### config.mk
export PLATFORM = sky130hd
export DESIGN_NAME = pan_frame_parser_lap_timer
export DESIGN_NICKNAME = d
export VERILOG_FILES = /design/src/design/pfl_pkg.sv /design/src/design/pfl_front.sv /design/src/design/pfl_queue.sv /design/src/design/pfl_back.sv /design/src/design/pan_frame_parser_lap_timer.sv
export SDC_FILE = /design/constraint.sdc
export NUM_CORES = 1
export LEC_CHECK = 0
export BUFFER_PORTS_ARGS = -buffer_cell sky130_fd_sc_hd__buf_2
export CAP_MARGIN = 10
export CORE_MARGIN = 3
export CORE_UTILIZATION = 50
export CTS_CLUSTER_DIAMETER = 150
export DETAILED_ROUTE_END_ITERATION = 10
export GPL_TIMING_DRIVEN = 0
export PLACE_DENSITY = 0.74
export SKIP_LAST_GASP = 1
export SLEW_MARGIN = 10
export SYNTH_ARGS = -nofsm -noshare
export SYNTH_HDL_FRONTEND = slang
export SYNTH_SLANG_ARGS = --single-unit
### constraint.sdc
create_clock -name clk -period 6.45 [get_ports clk]
set_input_delay 1.6125 -clock clk [delete_from_list [all_inputs] [get_ports clk]]
set_output_delay 1.6125 -clock clk [all_outputs]
set_load 0.005 [all_outputs]
### src/design/pfl_pkg.sv
`timescale 1ns / 1ps

package pfl_pkg;

    localparam logic [1:0] ACT_BYTE  = 2'd0;
    localparam logic [1:0] ACT_TICK  = 2'd1;
    localparam logic [1:0] ACT_START = 2'd2;
    localparam logic [1:0] ACT_STOP  = 2'd3;

    localparam logic [7:0]  SYNC_BYTE      = 8'hFF;
    localparam logic [7:0]  PAN_REPLY_CMD  = 8'h59;
    localparam logic [15:0] FULL_TURN      = 16'd36000;
    localparam logic [15:0] THRESH_RESET   = 16'd30000;
    localparam int          WIN_DEPTH      = 6;
    localparam logic [2:0]  WIN_FULL       = 3'd6;

    localparam int QUEUE_DEPTH = 4;
    localparam int QUEUE_AW    = $clog2(QUEUE_DEPTH);
    localparam int QUEUE_CW    = $clog2(QUEUE_DEPTH + 1);

    typedef struct packed {
        logic [1:0] action;
        logic [7:0] byte_value;
    } in_word_t;

    typedef struct packed {
        logic [15:0] angle;
        logic        lap_valid;
        logic [31:0] lap_ticks;
    } out_word_t;

    // One queued event: a tick, a lap start or stop, or a pan reply frame.
    typedef struct packed {
        logic [1:0]  kind;
        logic [15:0] pan;
    } event_t;

endpackage

### src/design/pfl_front.sv
`timescale 1ns / 1ps

module pfl_front
(
    input  logic              clk,
    input  logic              rst_n,
    input  logic              in_valid,
    output logic              in_ready,
    input  pfl_pkg::in_word_t in_data,
    input  logic              q_full,
    output logic              q_push,
    output pfl_pkg::event_t   q_entry
);

    logic [7:0] win_reg  [pfl_pkg::WIN_DEPTH];
    logic [7:0] win_next [pfl_pkg::WIN_DEPTH];
    logic [2:0] fill_reg;
    logic [2:0] fill_next;
    logic       accept;
    logic       is_byte;
    logic       window_full;
    logic [7:0] sum;
    logic       frame_ok;

    assign in_ready    = !q_full;
    assign accept      = in_valid && !q_full;
    assign is_byte     = in_data.action == pfl_pkg::ACT_BYTE;
    assign window_full = fill_reg == pfl_pkg::WIN_FULL;

    // Checksum over bytes 1..5; the incoming byte is the checksum byte.
    assign sum = win_reg[1] + win_reg[2] + win_reg[3] + win_reg[4] + win_reg[5];
    assign frame_ok = win_reg[0] == pfl_pkg::SYNC_BYTE && sum == in_data.byte_value;

    assign q_push = accept && (!is_byte || (window_full && frame_ok
                    && win_reg[3] == pfl_pkg::PAN_REPLY_CMD));
    assign q_entry.kind = in_data.action;
    assign q_entry.pan  = {win_reg[4], win_reg[5]};

    always_comb
    begin
        win_next  = win_reg;
        fill_next = fill_reg;
        if (accept && is_byte)
        begin
            if (!window_full)
            begin
                for (int i = 0; i < pfl_pkg::WIN_DEPTH; i++)
                begin
                    if (fill_reg == 3'(i))
                    begin
                        win_next[i] = in_data.byte_value;
                    end
                end
                fill_next = fill_reg + 3'd1;
            end
            else if (frame_ok)
            begin
                fill_next = '0;
            end
            else
            begin
                // drop the oldest byte, keep six
                for (int i = 0; i < pfl_pkg::WIN_DEPTH - 1; i++)
                begin
                    win_next[i] = win_reg[i + 1];
                end
                win_next[pfl_pkg::WIN_DEPTH - 1] = in_data.byte_value;
            end
        end
    end

    always_ff @(posedge clk or negedge rst_n)
    begin
        if (!rst_n)
        begin
            fill_reg <= '0;
        end
        else
        begin
            fill_reg <= fill_next;
        end
    end

    always_ff @(posedge clk)
    begin
        win_reg <= win_next;
    end

endmodule

### src/design/pfl_queue.sv
`timescale 1ns / 1ps

module pfl_queue
(
    input  logic            clk,
    input  logic            rst_n,
    input  logic            push,
    input  pfl_pkg::event_t push_entry,
    output logic            full,
    input  logic            pop,
    output logic            empty,
    output pfl_pkg::event_t head
);

    pfl_pkg::event_t              mem_reg [pfl_pkg::QUEUE_DEPTH];
    logic [pfl_pkg::QUEUE_AW-1:0] wr_reg;
    logic [pfl_pkg::QUEUE_AW-1:0] wr_next;
    logic [pfl_pkg::QUEUE_AW-1:0] rd_reg;
    logic [pfl_pkg::QUEUE_AW-1:0] rd_next;
    logic [pfl_pkg::QUEUE_CW-1:0] count_reg;
    logic [pfl_pkg::QUEUE_CW-1:0] count_next;

    assign full  = count_reg == pfl_pkg::QUEUE_CW'(pfl_pkg::QUEUE_DEPTH);
    assign empty = count_reg == '0;
    assign head  = mem_reg[rd_reg];

    always_comb
    begin
        wr_next    = push ? wr_reg + 1'b1 : wr_reg;
        rd_next    = pop ? rd_reg + 1'b1 : rd_reg;
        count_next = count_reg;
        if (push && !pop)
        begin
            count_next = count_reg + 1'b1;
        end
        else if (pop && !push)
        begin
            count_next = count_reg - 1'b1;
        end
    end

    always_ff @(posedge clk or negedge rst_n)
    begin
        if (!rst_n)
        begin
            wr_reg    <= '0;
            rd_reg    <= '0;
            count_reg <= '0;
        end
        else
        begin
            wr_reg    <= wr_next;
            rd_reg    <= rd_next;
            count_reg <= count_next;
        end
    end

    always_ff @(posedge clk)
    begin
        if (push)
        begin
            mem_reg[wr_reg] <= push_entry;
        end
    end

endmodule

### src/design/pfl_back.sv
`timescale 1ns / 1ps

module pfl_back
#(
    parameter int TICK_WIDTH = 32
)
(
    input  logic               clk,
    input  logic               rst_n,
    input  logic               q_empty,
    input  pfl_pkg::event_t    q_head,
    output logic               q_pop,
    input  logic [15:0]        threshold,
    output logic               out_valid,
    input  logic               out_ready,
    output pfl_pkg::out_word_t out_data
);

    logic [TICK_WIDTH-1:0] tick_reg;
    logic [TICK_WIDTH-1:0] tick_next;
    logic [TICK_WIDTH-1:0] cross_reg;
    logic [TICK_WIDTH-1:0] cross_next;
    logic [TICK_WIDTH-1:0] lap_full;
    logic [15:0]           prev_angle_reg;
    logic [15:0]           prev_angle_next;
    logic                  prev_valid_reg;
    logic                  prev_valid_next;
    logic                  running_reg;
    logic                  running_next;
    logic                  start_valid_reg;
    logic                  start_valid_next;
    logic                  out_valid_reg;
    logic                  out_valid_next;
    pfl_pkg::out_word_t    out_data_reg;
    pfl_pkg::out_word_t    out_data_next;
    logic [15:0]           angle;
    logic [15:0]           diff;
    logic                  jump;
    logic                  is_frame;

    assign out_valid = out_valid_reg;
    assign out_data  = out_data_reg;
    assign q_pop     = !q_empty && (!out_valid_reg || out_ready);
    assign is_frame  = q_head.kind == pfl_pkg::ACT_BYTE;

    // pan is below twice a full turn, so one subtract does the modulo
    assign angle = q_head.pan >= pfl_pkg::FULL_TURN ? q_head.pan - pfl_pkg::FULL_TURN
                                                    : q_head.pan;
    assign diff  = angle >= prev_angle_reg ? angle - prev_angle_reg
                                           : prev_angle_reg - angle;
    assign jump     = prev_valid_reg && running_reg && diff > threshold;
    assign lap_full = tick_reg - cross_reg;

    always_comb
    begin
        tick_next        = tick_reg;
        cross_next       = cross_reg;
        prev_angle_next  = prev_angle_reg;
        prev_valid_next  = prev_valid_reg;
        running_next     = running_reg;
        start_valid_next = start_valid_reg;
        out_data_next    = out_data_reg;
        out_valid_next   = out_valid_reg && !out_ready;
        if (q_pop)
        begin
            case (q_head.kind)
                pfl_pkg::ACT_TICK:
                begin
                    tick_next = tick_reg + 1'b1;
                end
                pfl_pkg::ACT_START:
                begin
                    running_next     = 1'b1;
                    start_valid_next = 1'b0;
                end
                pfl_pkg::ACT_STOP:
                begin
                    running_next = 1'b0;
                end
                default:
                begin
                    if (jump)
                    begin
                        cross_next       = tick_reg;
                        start_valid_next = 1'b1;
                    end
                    prev_angle_next          = angle;
                    prev_valid_next          = 1'b1;
                    out_data_next.angle      = angle;
                    out_data_next.lap_valid  = jump && start_valid_reg;
                    out_data_next.lap_ticks  = (jump && start_valid_reg) ? 32'(lap_full)
                                                                         : 32'd0;
                    out_valid_next           = is_frame;
                end
            endcase
        end
    end

    always_ff @(posedge clk or negedge rst_n)
    begin
        if (!rst_n)
        begin
            tick_reg        <= '0;
            cross_reg       <= '0;
            prev_angle_reg  <= '0;
            prev_valid_reg  <= 1'b0;
            running_reg     <= 1'b0;
            start_valid_reg <= 1'b0;
            out_valid_reg   <= 1'b0;
        end
        else
        begin
            tick_reg        <= tick_next;
            cross_reg       <= cross_next;
            prev_angle_reg  <= prev_angle_next;
            prev_valid_reg  <= prev_valid_next;
            running_reg     <= running_next;
            start_valid_reg <= start_valid_next;
            out_valid_reg   <= out_valid_next;
        end
    end

    always_ff @(posedge clk)
    begin
        out_data_reg <= out_data_next;
    end

endmodule

### src/design/pan_frame_parser_lap_timer.sv
`timescale 1ns / 1ps

// Pan frame parser with lap timer. Every word (serial byte, tick, lap start,
// lap stop) is taken back to back while the four-entry event queue between
// the frame parser and the lap timer has room; the parser checks sync and the
// five-byte checksum in the cycle a byte arrives. A pan reply (command 0x59)
// is queued with its checksum byte and raises out_valid once the lap timer pops
// it; other words give no result. The lap timer drains one event per cycle
// while the output register is free or being taken, so a stalled output backs
// up the queue and then in_ready drops. The jump threshold resets to 30000 and
// is written through cfg_*; the user must do this only while idle, unenforced.
module pan_frame_parser_lap_timer
#(
    parameter int TICK_WIDTH = 32
)
(
    input  logic               clk,
    input  logic               rst_n,
    input  logic               in_valid,
    output logic               in_ready,
    input  pfl_pkg::in_word_t  in_data,
    output logic               out_valid,
    input  logic               out_ready,
    output pfl_pkg::out_word_t out_data,
    input  logic               cfg_valid,
    output logic               cfg_ready,
    input  logic [15:0]        cfg_data
);

    logic            q_push;
    logic            q_full;
    logic            q_pop;
    logic            q_empty;
    pfl_pkg::event_t q_entry;
    pfl_pkg::event_t q_head;
    logic [15:0]     threshold_reg;
    logic [15:0]     threshold_next;

    assign cfg_ready      = 1'b1;
    assign threshold_next = (cfg_valid && cfg_ready) ? cfg_data : threshold_reg;

    always_ff @(posedge clk or negedge rst_n)
    begin
        if (!rst_n)
        begin
            threshold_reg <= pfl_pkg::THRESH_RESET;
        end
        else
        begin
            threshold_reg <= threshold_next;
        end
    end

    pfl_front u_front
    (
        .clk      (clk),
        .rst_n    (rst_n),
        .in_valid (in_valid),
        .in_ready (in_ready),
        .in_data  (in_data),
        .q_full   (q_full),
        .q_push   (q_push),
        .q_entry  (q_entry)
    );

    pfl_queue u_queue
    (
        .clk        (clk),
        .rst_n      (rst_n),
        .push       (q_push),
        .push_entry (q_entry),
        .full       (q_full),
        .pop        (q_pop),
        .empty      (q_empty),
        .head       (q_head)
    );

    pfl_back #(.TICK_WIDTH(TICK_WIDTH)) u_back
    (
        .clk       (clk),
        .rst_n     (rst_n),
        .q_empty   (q_empty),
        .q_head    (q_head),
        .q_pop     (q_pop),
        .threshold (threshold_reg),
        .out_valid (out_valid),
        .out_ready (out_ready),
        .out_data  (out_data)
    );

    assert property (@(posedge clk) disable iff (!rst_n) !(q_push && q_full))
        else $error("event pushed into a full queue");

    assert property (@(posedge clk) disable iff (!rst_n) q_pop |-> !q_empty)
        else $error("event popped from an empty queue");

    assert property (@(posedge clk) disable iff (!rst_n)
        $rose(out_valid) |-> $past(q_pop) && $past(q_head.kind) == pfl_pkg::ACT_BYTE)
        else $error("result raised without a popped pan frame");

endmodule

==> results of run 1 <==
## critical path: cells and delay by family, from the launching register on
kind	cells	cell delay, ns
buffers and inverters	7	1.19
xor gates and xnor gates	2	0.37
AOI/OAI and AO/OA	12	2.15
DFF	1	0.39
and+or+nand+nor	4	0.70
muxes	2	0.88
adders and majority gates	2	0.56
## logic make-up (layout without fill, tap and decap cells)
group	after synthesis	after routing	synth area share (%)
and+or+nand+nor	324	324	10.4
DFF	279	279	51.4
AOI/OAI and AO/OA	276	276	11.6
buffers and inverters	175	343	4.41
adders and majority gates	118	118	10.9
xor gates and xnor gates	96	96	5.57
muxes	58	58	5.76
other	1	1	0.0246
## cell usage after synthesis (4+ instances only)
library cell	count
edfxtp_1	169
inv_1	138
dfrtp_1	103
ha_1	94
nand2_1	91
nor2_1	85
a21oi_1	71
xnor2_1	67
o21ai_0	65
a21o_1	55
mux2_2	33
clkbuf_1	32
nand3_1	28
xor2_1	28
fa_1	24
nor3_1	24
and2_1	17
o21a_1	17
o21bai_1	15
nand4_1	14
a211oi_1	13
nor2b_1	13
mux4_2	10
and3_1	9
nand2b_1	9
mux4_1	8
a31oi_1	7
dfstp_2	7
mux2i_1	7
nor4_1	6
and4_1	4
nor3b_1	4
o2111ai_1	4
o41ai_1	4
or2_2	4
## worst paths after layout
| check | end | slack [ns] |
|---|---|---|
| max | u_back.cross_reg[21] | 0.08 |
| min | u_back.cross_reg[30] | 0.48 |
| max reg2reg | u_back.cross_reg[21] | 0.08 |
| min reg2reg | u_back.cross_reg[30] | 0.48 |
| max in group asynchronous | u_back.cross_reg[28] | 4.83 |
| min in group asynchronous | u_back.prev_angle_reg[0] | 0.90 |
## metrics by stage
stage	TNS, ns	instances	instance area (µm²)
after detailed placement	-102.40	1801	16200
after floorplan	0	1327	15200
after global routing	-5.19	1885	17900
final	0	1885	17900
after global placement	-96.30	1798	16100
after CTS	0	1862	17400
## area by class of cell
type / count / area (µm²)
Buffer: 35 / 240
Clock buffer: 40 / 850
Clock inverter: 16 / 196
Fill cell: 2314 / 12000
Inverter: 138 / 518
Multi-Input combinational cell: 873 / 7000
Sequential cell: 279 / 7840
Tap cell: 390 / 488
Timing Repair Buffer: 114 / 748
## per-layer routing
metal	vias up	GRT usage, %	share of wire, %
met3	64	2.52	4.3
met2	279	32.2	48
li1	4990	-	-
met4	0	6.05	2.8
met1	5043	25.3	45
met5	-	0	0
## what timing repair did
action | 4_1_cts | 5_1_grt
endpoints found under the hold margin | 0 | 0
buffers inserted | 7 | 19
gates cloned | 0 | 4
pin swaps | 4 | 13
gates resized for setup | 47 | 52
setup endpoints to repair | 66 | 65
==> out/qor.yml, run 1 <==
core_area_mm2: 0.0299
fp.dieW_um: 181
syn_nets: 1476
layout-drive-gt1-share_pct: 19.7
grt_util_all_layers_pct: 18.9
largest_register_ff_count: 72
routed_wl_um: 31700
final_util_pct: 59.8
worstRegToRegCells: 29
path_class: "reg -> reg"
cts_htree_levels: 1
final-max-slew-violation-count: 0
hold_ws_ns: 0.483
worst_ep_arrival_time_ns: 6.80
fin_nets: 1620
worstMarginPinSlew_ns: 0.925
path_clk_slew_ns: 0.06
syn_to_final_growth_pct: 17.3
drtIter0Drc: 804
crit_start: "u_queue.rd_reg[0]"
max_stage_delay_ns: 0.56
placement_rows: 63
final_cell_mix: "169 x edfxtp_1, 137 x inv_1, 103 x dfrtp_1"
hpwl_um: 22500
grt_max_degree: 89
maxCapViolCount: 0
cts_tree: "done"
netlist_area_mm2: 0.0152
setup_viol: 0
hold_start: "u_back.cross_reg[30]"
dieHeight_um: 181
grt_overflow: 0
synth_largest_area_cell: "edfxtp_1"
syn_area_per_cell_um2: 11.5
cts_buffer_depth: 3
clock-sinks: 279
dpl_worst_slack_ns: -1.85
period_share_pct: 98.7
final_common_cell: "edfxtp_1"
slowest_stage: "mux4_2"
wl_per_cell_um: 16.8
holdBufCountCts: 0
clock_latency_ns: 0.57
antenna_cells: 0
grt_pass1_vias: 10542
async_reset_ff_share_pct: 39.4
port_buffers: 81
hold_class: "reg -> reg"
dieArea_mm2: 0.0326
clock-skew-final_ns: 0.0247
setup_ws_ns: 0.0807
yosys-top-cells-area: "edfxtp_1 33%, dfrtp_1 17%, ha_1 7.7%, xnor2_1 3.9%, inv_1 3.4%"
min_period_ns: 6.37
via_per_inst: 5.50
synth_edf_count: 169
syn_inst: 1327
worstSetupStartpointType: "flip-flop"
synth_seq_area_share_pct: 51.4
grt_pass1_wl_um: 51800
reg2reg_from: "u_queue.rd_reg[0]"
whs_path_depth: 2
status: "finished clean"
synth-warning-count: 0
ys_types: 69
crit_required_ns: 6.88
synth.ff_latch_count: 279
via_count: 10376
synth_top_area_share_pct: 33.3
synthFlopType: "edfxtp_1"
antenna_found_initial: 0
drc: 0
end_kind: "flip-flop"
max_freq_mhz: 157
start_util_pct: 51.0
cts_root_buffer: "clkbuf_16"
ant_nets: 0
cts_made_buffers: 30
drt_pre_antenna_iters: 6
path_max_fanout: 10
gp_congestion: 0.892
io_pins: 83
slew_headroom_pct: 38.3
final_hold_viol_count: 0
Power of run 1 is not shown: default switching activity piles up to over one toggle a cycle in this logic, so the estimate is an artifact.
==> run 2: changes to the inputs <==
- ABC_AREA: not set -> 1
- CAP_MARGIN: 10 -> not set
==> run 2 against run 1 <==
Final cell count increased by 31%. Critical path depth is 2 higher. Utilization fell by 1.6 points. Setup slack improved by 0.37 ns. Area after synthesis grew 6.8%. Sequential share of layout area decreased by 1.5 points. Final area up 3.5%. Maximum frequency up 6.2%. Highest routed layer unchanged.
==> out/qor.yml, run 2 <==
status: "finished clean"
synthTopCellsByCount: "516 x nand2_1, 250 x inv_1, 169 x edfxtp_1"
clock-sinks: 279
final_hold_viol_count: 0
crit_start: "u_queue.rd_reg[0]"
path_class: "reg -> reg"
dieArea_mm2: 0.0347
max_stage_delay_ns: 0.47
routed_wl_um: 38300
synth-warning-count: 0
cts_tree: "done"
synth_top_family_by_area: "simple AND/OR/NAND/NOR gates"
yosys.area_share.simple_pct: 20.6
fp.dieW_um: 186
slowest_stage: "dfrtp_2"
synth.ff_latch_count: 279
syn_nets: 2023
grt_util_all_layers_pct: 21.8
syn_to_final_growth_pct: 13.7
synth_compound_area_share_pct: 10.0
fin_nets: 2149
slew_headroom_pct: 29.3
cts_htree_levels: 1
ys_types: 50
largest_register_ff_count: 72
cts_root_buffer: "clkbuf_16"
grt_max_degree: 88
grt_overflow: 0
period_share_pct: 93.0
synth_largest_area_cell: "edfxtp_1"
hold_start: "u_back.prev_valid_reg"
fill_cells: 2741
synth_seq_area_share_pct: 48.2
core_area_mm2: 0.0318
cts_buffer_depth: 3
path_common_cell: "nand2_1"
final_cell_mix: "515 x nand2_1, 250 x inv_1, 169 x edfxtp_1"
syn_inst: 1874
via_count: 13018
min_period_ns: 6.00
drc: 0
worstSetupStartpointType: "flip-flop"
wl_per_cell_um: 15.6
cp_top_family: "compound AO/OA/AOI/OAI gates"
async_reset_ff_share_pct: 39.4
placement_rows: 65
hpwl_um: 29500
clock_latency_ns: 0.56
hold_ws_ns: 0.452
port_buffers: 81
final_common_cell: "nand2_1"
cts_made_buffers: 30
end_kind: "flip-flop"
ant_nets: 0
maxCapViolCount: 0
max_freq_mhz: 167
drtIter0Drc: 1031
start_util_pct: 51.2
clock-skew-final_ns: 0.0156
synth_top_area_share_pct: 31.2
synth_xor_xnor_area_share_pct: 3.77
path_buf_inv: 6
setup_viol: 0
final-max-slew-violation-count: 0
yosysMostFrequentCell: "nand2_1"
drt_pre_antenna_iters: 6
path_max_fanout: 10
dieHeight_um: 186
reg2reg_from: "u_queue.rd_reg[0]"
synthAdderAreaFrac_pct: 10.2
hold_class: "reg -> reg"
via_per_inst: 5.29
syn_area_per_cell_um2: 8.68
path_clk_slew_ns: 0.06
synth_edf_count: 169
grt_pass1_wl_um: 62500
grt_pass1_vias: 12391
crit_required_ns: 6.75
yosys-top-cells-area: "edfxtp_1 31%, dfrtp_1 16%, nand2_1 12%, ha_1 7.2%, inv_1 5.8%"
layout-drive-gt1-share_pct: 10.7
antenna_found_initial: 1
io_pins: 83
gp_congestion: 0.901
synthFlopType: "edfxtp_1"
worstMarginPinSlew_ns: 1.06
synth_mux_area_share_pct: 0.138
netlist_area_mm2: 0.0163
worst_ep_arrival_time_ns: 6.29
==> run 2: per-layer routing <==
metal / GRT usage (%) / part of all wire [%] / vias up
met5: 0 / 0 / -
li1: - / - / 6407
met3: 3.48 / 7.0 / 61
met2: 35.6 / 46 / 414
met1: 30.5 / 45 / 6136
met4: 5.67 / 2.1 / 0
==> run 2: tightest hold or removal path, delay by kind of cell, from the launching register on <==
family | cells | cell delay, ns
buffers and inverters | 1 | 0.05
AND/OR/NAND/NOR | 1 | 0.05
flip-flops | 1 | 0.32
==> run 2: final cells by class <==
cell class                      instances  area, µm²  area share [%]
Sequential cell                       279       7840            42.3
Multi-Input combinational cell       1298       7410            40.1
Inverter                              257        975            5.27
Clock buffer                           41        823            4.45
Timing Repair Buffer                   94        568            3.07
Tap cell                              435        544            2.94
Buffer                                 40        218            1.18
Clock inverter                         15        125           0.676
Antenna cell                            1       2.50          0.0135
==> run 2: final timing paths <==
check,endpoint,slack (ns),depth (start not counted)
max in group asynchronous,u_front.fill_reg[2],4.81,2
min in group asynchronous,threshold_reg[11],0.91,1
worst max-delay path,u_back.out_data[14],0.45,31
worst max register to register,u_back.out_data[14],0.45,31
worst min register to register,u_back.prev_valid_reg,0.45,2
worst min-delay path,u_back.prev_valid_reg,0.45,2
==> run 2: kinds of logic after synthesis <==
family / after synthesis
fa+ha+maj: 118
buf+inv: 297
xor+xnor: 70
compound gates: 291
flops: 279
simple gates: 816
mux: 2
other cells: 1
==> run 2: metrics by stage <==
stage / setup slack (ns) / TNS, ns / cell area, µm² / util [%] / std cells
CTS: -0.0554 / -0.0668 / 18300 / 57.6 / 2453
detailed placement: -0.748 / -19.23 / 17400 / 54.6 / 2396
floorplan: 1.32 / 0 / 16300 / - / 1874
finish: 0.451 / 0 / 18500 / 58.2 / 2460
global placement: -0.567 / -8.50 / 17200 / 54.2 / 2390
global route: -0.0241 / -0.232 / 18500 / 58.2 / 2459
==> run 2: repair_timing <==
item,CTS,global route
hold buffers,0,0
setup buffers,1,6
setup endpoints to repair,61,66
resized for setup,9,44
pin swaps,1,4
Power of run 2 is left out for the same reason.
